File: config.mk
export PLATFORM = sky130hd
export DESIGN_NAME = ctrs_ctrl
export DESIGN_NICKNAME = d
export VERILOG_FILES = /design/src/collision_ttc_risk_stager_assert.svh /design/src/ctrs_pkg.sv /design/src/ctrs_ctrl.sv
export SDC_FILE = /design/constraint.sdc
export NUM_CORES = 1
export LEC_CHECK = 0
export ABC_CLOCK_PERIOD_IN_PS = 5700
export BUFFER_PORTS_ARGS = -buffer_cell sky130_fd_sc_hd__buf_2
export CAP_MARGIN = 20
export CORE_MARGIN = 2
export CORE_UTILIZATION = 35
export DETAILED_ROUTE_END_ITERATION = 10
export GPL_ROUTABILITY_DRIVEN = 1
export GPL_TIMING_DRIVEN = 0
export PLACE_DENSITY_LB_ADDON = 0.05
export SYNTH_ARGS = -nofsm -noshare
export SYNTH_HDL_FRONTEND = slang
export SYNTH_SLANG_ARGS = --single-unit
export TNS_END_PERCENT = 10
File: constraint.sdc
create_clock -name clk -period 5.7 [get_ports clk]
set_clock_uncertainty 0.15 [all_clocks]
set_input_delay 1.14 -clock clk [delete_from_list [all_inputs] [get_ports clk]]
set_output_delay 1.14 -clock clk [all_outputs]
set_load 0.01 [all_outputs]
File: src/collision_ttc_risk_stager_assert.svh
// Assertion macros for the collision TTC risk stager.
// Used by the top level; needs a clock named clk and a reset named rst in scope.
`ifndef COLLISION_TTC_RISK_STAGER_ASSERT_SVH
`define COLLISION_TTC_RISK_STAGER_ASSERT_SVH

// The consequent must hold in the same cycle as the antecedent.
`define CTRS_ASSERT_NOW(label, ante, cons) \
  label: assert property (@(posedge clk) disable iff (rst) (ante) |-> (cons)) \
    else $error("collision_ttc_risk_stager: assertion failed");

// The consequent must hold in the cycle after the antecedent.
`define CTRS_ASSERT_NEXT(label, ante, cons) \
  label: assert property (@(posedge clk) disable iff (rst) (ante) |=> (cons)) \
    else $error("collision_ttc_risk_stager: assertion failed");

`endif

File: src/ctrs_pkg.sv
// Shared types and constants of the collision TTC risk stager.
// Used by the controller, the datapath and the top level; depends on nothing.
package ctrs_pkg;

  localparam logic [31:0] NO_HIT    = 32'hFFFF_FFFF;
  localparam logic [31:0] TTC_LIMIT = 32'd4000000000;

  localparam int SQ_W       = 57;
  localparam int SQRT_STEPS = 29;
  localparam int DIV_STEPS  = 32;

  localparam logic [2:0] REG_TTC_WARN    = 3'd0;
  localparam logic [2:0] REG_TTC_EMERG   = 3'd1;
  localparam logic [2:0] REG_TTC_UNAVOID = 3'd2;
  localparam logic [2:0] REG_AIRBAG_MIN  = 3'd3;
  localparam logic [2:0] REG_EVENT_GAP   = 3'd4;
  localparam logic [2:0] REG_SAMPLE_AGE  = 3'd5;

  localparam logic [1:0] LAMP_OFF   = 2'd0;
  localparam logic [1:0] LAMP_WARN  = 2'd1;
  localparam logic [1:0] LAMP_EMERG = 2'd2;

  typedef enum logic [3:0] {
    CMD_NONE,
    CMD_LOAD,
    CMD_EARLY,
    CMD_DIVLIN,
    CMD_SQV,
    CMD_DISC,
    CMD_NOHIT,
    CMD_K1,
    CMD_K2,
    CMD_SQRT,
    CMD_DIVR1,
    CMD_DIVR2,
    CMD_DIV,
    CMD_FINQ,
    CMD_FINL,
    CMD_STAGE
  } cmd_t;

  typedef struct packed {
    logic early;
    logic lin;
    logic disc_neg;
  } dp_status_t;

endpackage

File: src/ctrs_ctrl.sv
// Sequencer of the collision TTC risk stager.
// Depends on ctrs_pkg; drives the datapath commands and the handshakes.
module ctrs_ctrl import ctrs_pkg::*; (
  input  logic       clk,
  input  logic       rst,
  input  logic       in_valid,
  output logic       in_ready,
  output logic       out_valid,
  input  logic       out_ready,
  input  dp_status_t sts,
  output cmd_t       cmd
);

  typedef enum logic [3:0] {
    S_IDLE, S_CLASS, S_DISC, S_CHK, S_K2, S_SQRT, S_R1, S_DIV1,
    S_R2, S_DIV2, S_FINQ, S_DIVL, S_FINL, S_STAGE
  } state_t;

  state_t     state;
  logic [4:0] cnt;
  logic       slot_free;
  logic       out_valid_next;

  assign in_ready  = (state == S_IDLE);
  assign slot_free = !out_valid || out_ready;

  always_comb begin
    out_valid_next = out_valid && !out_ready;
    if (state == S_STAGE && slot_free) out_valid_next = 1'b1;
  end

  always_comb begin
    unique case (state)
      S_IDLE:  cmd = in_valid ? CMD_LOAD : CMD_NONE;
      S_CLASS: begin
        if (sts.early) cmd = CMD_EARLY;
        else if (sts.lin) cmd = CMD_DIVLIN;
        else cmd = CMD_SQV;
      end
      S_DISC:  cmd = CMD_DISC;
      S_CHK:   cmd = sts.disc_neg ? CMD_NOHIT : CMD_K1;
      S_K2:    cmd = CMD_K2;
      S_SQRT:  cmd = CMD_SQRT;
      S_R1:    cmd = CMD_DIVR1;
      S_R2:    cmd = CMD_DIVR2;
      S_DIV1, S_DIV2, S_DIVL: cmd = CMD_DIV;
      S_FINQ:  cmd = CMD_FINQ;
      S_FINL:  cmd = CMD_FINL;
      S_STAGE: cmd = slot_free ? CMD_STAGE : CMD_NONE;
      default: cmd = CMD_NONE;
    endcase
  end

  always_ff @(posedge clk) begin
    if (rst) begin
      state     <= S_IDLE;
      cnt       <= 5'd0;
      out_valid <= 1'b0;
    end else begin
      out_valid <= out_valid_next;
      unique case (state)
        S_IDLE:  if (in_valid) state <= S_CLASS;
        S_CLASS: begin
          cnt <= 5'd0;
          if (sts.early) state <= S_STAGE;
          else if (sts.lin) state <= S_DIVL;
          else state <= S_DISC;
        end
        S_DISC:  state <= S_CHK;
        S_CHK:   state <= sts.disc_neg ? S_STAGE : S_K2;
        S_K2: begin
          cnt   <= 5'd0;
          state <= S_SQRT;
        end
        S_SQRT: begin
          cnt <= cnt + 5'd1;
          if (cnt == 5'(SQRT_STEPS - 1)) state <= S_R1;
        end
        S_R1: begin
          cnt   <= 5'd0;
          state <= S_DIV1;
        end
        S_DIV1: begin
          cnt <= cnt + 5'd1;
          if (cnt == 5'(DIV_STEPS - 1)) state <= S_R2;
        end
        S_R2: begin
          cnt   <= 5'd0;
          state <= S_DIV2;
        end
        S_DIV2: begin
          cnt <= cnt + 5'd1;
          if (cnt == 5'(DIV_STEPS - 1)) state <= S_FINQ;
        end
        S_DIVL: begin
          cnt <= cnt + 5'd1;
          if (cnt == 5'(DIV_STEPS - 1)) state <= S_FINL;
        end
        S_FINQ, S_FINL: state <= S_STAGE;
        S_STAGE: begin
          if (slot_free) state <= S_IDLE;
        end
        default: state <= S_IDLE;
      endcase
    end
  end

endmodule

; Word level (Yosys, flattened, before mapping)
; Cells that the tools add are included.
; Widths: inputs -> output; s select.
[op_classes]
n_addsub = 1
n_eq_ne = 21
muxes = 18
reduce_logical = 12
[op_table]
columns = op, n
row1 = $pmux 4 s13, 1
row2 = $pmux 4 s12, 1
row3 = $mux 4, 10
row4 = $eq 4x4->1 const B, 6
row5 = $eq 4x3->1 const B, 4
row6 = $ne 2x2->1 const B, 6
row7 = $eq 5x5->1 const B, 2
row8 = $pmux 5 s2, 1
row9 = $eq 4x2->1 const B, 2
row10 = $reduce_or 4->1, 2
row11 = $mux 3, 2
row12 = $reduce_and 6->1, 1
row13 = $add 5x1->5 const B, 1
row14 = $eq 4x1->1 const B, 1
row15 = $logic_not 4->1, 1
row16 = $mux 1, 3
row17 = $reduce_or 3->1, 1
row18 = $logic_and 1x1->1, 2
row19 = $logic_not 1->1, 2
row20 = $reduce_bool 2->1, 1
row21 = $reduce_or 2->1, 1
row22 = $logic_or 1x1->1, 1
[word_totals]
reg_bits = 10

; Depth between registers and ports, before layout
; Gate-level depths: netlist of run 1.
[depth]
word_depth = 4
mapped_depth = 7
ltp_nobuf = 7

; Worst setup path after synthesis of run 1
; OpenSTA, ideal clock, no wires.
[synth_path]
kind = input port to output port
from = input port out_ready
to = output port cmd[2]
t_arrival_ps = 1733
required_time_ps = 4410
slack_ps = 2677
path_stages = 4
path_buffers = 0
path_cell_list = nor2b_1 -> a21oi_1 -> a21oi_1 -> a22oi_1
[synth_between]
elab_chain_len = 3
[synth_rtl]
columns = element, line_no
row1 = start: declaration, ctrs_ctrl.sv:9  ; input logic out_ready,
row2 = $logic_or 1x1->1, ctrs_ctrl.sv:25  ; assign slot_free = !out_valid || out_ready;
row3 = $mux 4, ctrs_ctrl.sv:49  ; S_STAGE: cmd = slot_free ? CMD_STAGE : CMD_NONE;
row4 = $pmux 4 s12, ctrs_ctrl.sv:33  ; unique case (state)
row5 = end: declaration, ctrs_ctrl.sv:11  ; output cmd_t cmd
; No other way between the ends.

; Worst setup path after layout of run 1
; Ends and elaborated chain as after synthesis.

==> reports/results.tsv, run 1 <==
stage	metric	value	unit
synthesis	post-synthesis cell type count	47	
floorplanning	Rows	17	
finish	multi-input logic area	586	sq um
worst_setup_path	worst r2r src	cnt[0]	
clock_network	Worst-path clk slew	0.07	ns
global_routing	initial antenna violation count	0	
floorplanning	initial core utilization	37.9	%
placement	Setup WS pre-CTS	2.25	ns
timing	RSZ-0062 raised after global routing	false	
clock_network	CTS root buf	clkbuf_4	
synthesis	Post-synth EDFFs	0	
clock_network	hold buffers post-CTS	0	
detailed_routing	first-pass detailed-route iteration total	4	
global_routing	largest net degree at the start of global routing	11	
clock_network	H-tree depth	1	
finish	fillcell total	254	
pwr	PwrDens	584	nW/um^2
finish	FF/Latch Area	200	sq um
pwr	Max IR drop VDD	252	uV
worst_setup_path	CP Max Fanout	5	
synthesis	Warnings, synthesis	0	
worst_setup_path	CP endpoint kind	output port	
detailed_routing	via count	913	
clock_network	clk buf depth	2	
status	status	finished clean	
synthesis	Async SR Flop Fraction	0	%
synthesis	top_reg_cell synth	dfxtp_1	
detailed_routing	final WL	2180	um
worst_setup_path	required time of the critical path	4.41	ns
detailed_routing	Post-route DRC	0	
clock_network	CTS tree	yes	
floorplanning	Die Area	2850	sq um
timing	Final setup viols	0	
timing	Tmin final	3.44	ns
global_routing	vias in the first global route	837	
clock_network	setup repair bufs after CTS	0	
timing	final hold viol count	0	
timing	final critical-path share of the clock period	60.4	%
synthesis	FF+latch count, synth	10	
pwr	Power Total	0.573	mW
global_routing	total global routing overflow	0	
timing	setup_tns	0	ns
placement	port bufs	11	
floorplanning	Chip Height	53.4	um
global_routing	first-pass GRT wire length	3850	um
synthesis	Seq/Total Area, Yosys	23.4	%
pwr	leakage	0.408	nW
synthesis	syn nets	126	
finish	diode count	0	
detailed_routing	number of nets still failing antenna checks after routing	0	
clock_network	worst skew pair latency	0.26	ns
placement	Final Wtd Congestion	0.818	
timing	Pins Over Slew Limit	0	
detailed_routing	initial DRC count	34	
synthesis	Mapped Area	855	sq um
floorplanning	die width	53.4	um
worst_setup_path	kind of critical path	in -> out	
placement	DPL Wire Length	1590	um
timing	Peak Freq	0.290	GHz
synthesis	Cells after Synth	116	
synthesis	average instance area after synthesis	7.37	sq um
finish	Area growth, synth to finish	14.8	%
clock_network	CTS Buf Count	3	
flow_run	max cap viols	0	
clock_network	cts repair resizes	0	
worst_hold_path	hold path startpoint	cnt[3]	
timing	fin worst setup slack	2.26	ns
floorplanning	IO Count	13	
worst_setup_path	CP Launch Type	primary input	
timing	Worst-Margin Slew	0.478	ns
worst_hold_path	Hold Crit Class	reg -> reg	
timing	Slew HR	68.1	%
detailed_routing	Avg Vias per Cell	5.74	
finish	Nets	142	
floorplanning	core box area	2250	sq um
worst_setup_path	WP data arrival	2.15	ns
worst_setup_path	CP Launch Point	out_ready	
clock_network	CTS Sinks	10	
global_routing	gr usage total	17.9	%
detailed_routing	wire length per cell	13.7	um
finish	share of cells above drive strength 1	19.1	%
timing	hold_ws	0.371	ns
==> Yosys cell counts (2+ instances only) <==
library cell	number	area, sq um
nor2_1	12	45.0
dfxtp_1	10	200
a21oi_1	9	45.0
nand2_1	7	26.3
o21ai_0	7	35.0
inv_1	6	22.5
buf_2	4	20.0
clkbuf_1	4	15.0
nor3_1	4	20.0
a22oi_1	3	22.5
a32oi_1	3	26.3
ha_1	3	37.5
nand2b_1	3	18.8
nor2b_1	3	18.8
nor4_1	3	18.8
and2b_1	2	15.0
nand3_1	2	10.0
o22ai_1	2	12.5
==> layer usage <==
layer / part of all wire, % / track usage (%) / vias to the layer above
met5: 0 / 0 / -
met4: 0 / 4.70 / 0
met3: 6.7 / 3.39 / 0
met2: 43 / 27.4 / 29
met1: 50 / 25.4 / 425
li1: - / - / 459
==> flip-flops by register name, summed over array words and instances (netlist names) <==
signal / count
cnt: 5
state: 4
out_valid: 1
==> final cells by class <==
type	count	share of cell area, %
buffer	9	4.34
clock buffer	4	3.70
inverter	7	2.68
multi-input combinational	90	59.7
sequential	10	20.4
tap	28	3.57
timing repair buffer	11	5.61
==> worst max-delay path, stage by stage <==
cell     delay [ns]
buf_2          0.09
nor2b_1        0.33
a21oi_1        0.16
a21oi_1        0.17
a22oi_1        0.10
buf_2          0.17
==> final timing paths <==
kind | endpoint | slack, ns | cells after the start
setup / recovery | cmd[2] | 2.26 | 6
hold / removal | cnt[3] | 0.37 | 1
hold reg to reg | cnt[3] | 0.37 | 1
setup reg to reg | state[1] | 3.59 | 7
==> placed cells by master, fill, tap and decap left out, types with 2 or more instances in the layout <==
master,count
nor2b_1,3
o21ai_0,7
a21oi_1,9
nand2b_1,3
o22ai_1,2
a32oi_1,3
clkbuf_4,3
and2b_1,2
nor2_1,12
nand3_1,2
a22oi_1,3
buf_2,15
nand2_1,7
ha_1,3
inv_1,6
nor4_1,3
nor3_1,4
dfxtp_1,10
clkbuf_1,4
==> report_power, final <==
| group | switching [mW] | internal, mW | leakage, nW |
|---|---|---|---|
| registers | 0.0171 | 0.0871 | 0.0814 |
| logic | 0.236 | 0.170 | 0.306 |
| clock network | 0.0249 | 0.0388 | 0.0210 |
==> metrics by stage <==
step                      instance area (sq um)  util [%]  cells
after floorplan                             855         -    116
after global placement                      945      41.9    155
after detailed placement                    945      41.9    155
after CTS                                   981      43.5    159
after global routing                        981      43.5    159
final                                       981      43.5    159
==> cell families after synthesis <==
family                     after synthesis  share of synthesized area (%)
AOI/OAI and AO/OA                       40                           33.2
xor gates and xnor gates                 2                           2.05
adders and majority gates                3                           4.39
buffers and inverters                   16                           8.05
DFF                                     10                           23.4
muxes                                    2                           2.93
and+or+nand+nor                         43                           25.9
(Power assumes the default switching activity.)
==> run 2, diff against run 1 <==
--- a/config.mk
+++ b/config.mk
@@ -5,7 +5,8 @@
 export SDC_FILE = /design/constraint.sdc
 export NUM_CORES = 1
 export LEC_CHECK = 0
-export ABC_CLOCK_PERIOD_IN_PS = 5700
+export ABC_AREA = 1
+export ABC_CLOCK_PERIOD_IN_PS = 3400
 export BUFFER_PORTS_ARGS = -buffer_cell sky130_fd_sc_hd__buf_2
 export CAP_MARGIN = 20
 export CORE_MARGIN = 2
==> constraint.sdc (replaced) <==
create_clock -name clk -period 3.4 [get_ports clk]
set_clock_uncertainty 0.15 [all_clocks]
set_input_delay 0.68 -clock clk [delete_from_list [all_inputs] [get_ports clk]]
set_output_delay 0.68 -clock clk [all_outputs]
set_load 0.01 [all_outputs]
==> reports/results.tsv, run 2 <==
stage	metric	value	unit	change
detailed_routing	number of nets still failing antenna checks after routing	0		unchanged
finish	share of cells above drive strength 1	27.3	%	+8.2 points
global_routing	total global routing overflow	0		unchanged
global_routing	initial antenna violation count	0		unchanged
global_routing	first-pass GRT wire length	3630	um	-5.7%
timing	setup_tns	0	ns	unchanged
pwr	Comb pwr share	69.3	%	-1.4 points
global_routing	gr usage total	17.0	%	-0.92 points
synthesis	Post-synth EDFFs	0		unchanged
synthesis	Synth area leaders	dfxtp_1, nand2_1, nand3_1		
placement	Final Wtd Congestion	0.891		+8.8%
finish	Nets	166		+17%
timing	final hold viol count	0		unchanged
timing	Worst-Margin Slew	0.465	ns	-0.0134 ns
synthesis	post-synthesis cell type count	27		-43%
clock_network	H-tree depth	1		unchanged
floorplanning	IO Count	13		unchanged
worst_hold_path	hold path startpoint	cnt[4]		
detailed_routing	Post-route DRC	0		unchanged
timing	hold_ws	0.338	ns	-0.0330 ns
synthesis	Async SR Flop Fraction	0	%	unchanged
detailed_routing	wire length per cell	11.0	um	-20%
clock_network	cts repair resizes	0		unchanged
timing	final critical-path share of the clock period	74.1	%	
timing	Final setup viols	0		unchanged
synthesis	area leader, netlist	dfxtp_1		
synthesis	count leader, synth	nand2_1		
synthesis	syn nets	150		+19%
placement	port bufs	11		unchanged
timing	Tmin final	2.52	ns	
pwr	leakage	0.508	nW	+25%
synthesis	Mapped Area	905	sq um	+5.9%
floorplanning	die width	54.8	um	+2.7%
floorplanning	core box area	2450	sq um	+8.9%
worst_setup_path	CP Launch Type	flip-flop		
pwr	Power Total	0.818	mW	+43%
timing	Peak Freq	0.397	GHz	
synthesis	FF+latch count, synth	10		unchanged
detailed_routing	initial DRC count	8		-76%
floorplanning	initial core utilization	36.9	%	-1.1 points
worst_setup_path	R2R Path End	cnt[2]		
finish	commonest non-fill, non-tap cell in the layout	nand2_1		
worst_hold_path	hold path depth	2		+1
synthesis	Warnings, synthesis	0		unchanged
finish	Top reg by flops	cnt		
status	status	finished clean		
worst_setup_path	WP data arrival	1.69	ns	-0.46 ns
worst_setup_path	R2R Setup Slk	1.86	ns	-1.73 ns
flow_run	max cap viols	0		unchanged
pwr	Power Internal	0.393	mW	+33%
worst_setup_path	cell count of the worst reg-to-reg path	8		+1
worst_hold_path	Hold EP	cnt[4]		
finish	Final Util	41.5	%	-2.0 points
clock_network	Worst-path clk slew	0.07	ns	about the same
clock_network	CTS Buf Count	3		unchanged
worst_setup_path	kind of critical path	reg -> out		
clock_network	CTS root buf	clkbuf_4		
detailed_routing	final WL	2020	um	-7.4%
floorplanning	Chip Height	54.8	um	+2.7%
synthesis	share of the synthesized area in the top cell type	22.1	%	-1.3 points
worst_setup_path	worst r2r src	state[2]		
timing	Pins Over Slew Limit	0		unchanged
synthesis	synth cell count leaders	nand2_1, inv_1, nand3_1, nor2_1		
worst_setup_path	CP Max Fanout	7		+2
synthesis	Seq/Total Area, Yosys	22.1	%	-1.3 points
worst_hold_path	Hold Crit Class	reg -> reg		
pwr	Max IR drop VDD	345	uV	+37%
global_routing	largest net degree at the start of global routing	11		unchanged
synthesis	top_reg_cell synth	dfxtp_1		
detailed_routing	via count	866		-5.1%
timing	RSZ-0062 raised after global routing	false		
pwr	Seq pwr share	20.8	%	+2.6 points
clock_network	setup repair bufs after CTS	0		unchanged
detailed_routing	first-pass detailed-route iteration total	5		+1
pwr	PwrDens	802	nW/um^2	+37%
synthesis	Cells after Synth	140		+21%
pwr	Switching Share	52.0	%	+3.5 points
clock_network	CTS tree	yes		
floorplanning	Rows	18		+1
clock_network	worst skew pair latency	0.26	ns	about the same
finish	commonest non-fill, non-tap cells in the layout	nand2_1, inv_1, nand3_1		
timing	Slew HR	69.0	%	+0.89 points
detailed_routing	Avg Vias per Cell	4.71		-18%
finish	max FFs per register	5		unchanged
worst_setup_path	CP endpoint kind	output port		
pwr	clock share of power	9.9	%	-1.2 points
finish	Top Registers	cnt: 5 flops, state: 4 flops, out_valid: 1 flops		
pwr	P_sw	0.425	mW	+53%
finish	diode count	0		unchanged
worst_setup_path	required time of the critical path	2.57	ns	-1.84 ns
clock_network	hold buffers post-CTS	0		unchanged
finish	fillcell total	277		+9.1%
floorplanning	Die Area	3010	sq um	+5.4%
synthesis	average instance area after synthesis	6.46	sq um	-12%
finish	Area growth, synth to finish	12.7	%	
clock_network	CTS Sinks	10		unchanged
global_routing	vias in the first global route	829		-0.96%
clock_network	clk buf depth	2		unchanged
placement	DPL Wire Length	1680	um	+5.9%
-- run 2: cell count changes after synthesis, moves of 5 or more --
cell / change
inv_1: +9
nand2_1: +27
nand2_2: +5
nand3_1: +12
nor2_2: +5
o21ai_0: -5
-- run 2: cells by family after synthesis --
group / after synthesis / share of synthesized area (%)
buffers and inverters: 25 / 11.8
flip-flops: 10 / 22.1
adder cells (fa/ha/maj): 3 / 4.15
AO/OA/AOI/OAI: 17 / 12.0
AND/OR/NAND/NOR: 84 / 49.0
XOR/XNOR: 1 / 0.968
-- run 2: area by class of cell --
class                      count  area (sq um)  area share [%]
buffer                         3          22.5            2.21
clock buffer                   3          22.5            2.21
inverter                      22          83.8            8.22
multi-input combinational    105           598            58.7
sequential                    10           200            19.6
tap                           30          37.5            3.68
timing repair buffer          11          55.1            5.40
-- run 2: power groups by stage --
stage          Clock (mW)  Combinational, mW  Sequential (mW)
2_1_floorplan           0              0.439            0.167
3_3_place_gp            0              0.572            0.175
3_5_place_dp            0              0.571            0.174
4_1_cts            0.0837              0.574            0.171
5_1_grt            0.0914              0.646            0.175
6_report           0.0808              0.567            0.170
-- run 2: worst max-delay path, stage by stage (launching register included) --
cell and delay (ns):
dfxtp_1 0.30, buf_4 0.16, nand2_2 0.12, clkinv_2 0.12, nand2_1 0.11, nand2_1 0.08, a211oi_1 0.28, nand3_1 0.11
buf_2 0.15
-- run 2: worst max-delay path by stage --
stage              start     end  slack [ns]  cells after the start
2_1_floorplan  out_ready  cmd[2]        1.26                      4
3_3_place_gp   out_ready  cmd[2]        0.97                      6
3_5_place_dp   out_ready  cmd[2]        0.97                      6
4_1_cts         state[2]  cmd[2]        0.86                      8
5_1_grt         state[1]  cmd[2]        0.75                      6
6_report        state[2]  cmd[2]        0.88                      8
-- run 2: layer usage --
metal | vias to the layer above | share of wire, % | global-route usage, %
li1 | 471 | - | -
met1 | 387 | 50 | 21.3
met2 | 6 | 47 | 28.6
met3 | 2 | 2.5 | 4.92
met4 | 0 | 0.50 | 3.75
met5 | - | 0 | 0
-- run 2: metrics by stage --
step | cell area (sq um) | std cells | setup WS [ns]
after floorplan | 905 | 140 | 1.26
after global placement | 997 | 181 | 0.975
after detailed placement | 997 | 181 | 0.970
after CTS | 1020 | 184 | 0.864
after global routing | 1020 | 184 | 0.754
final | 1020 | 184 | 0.879
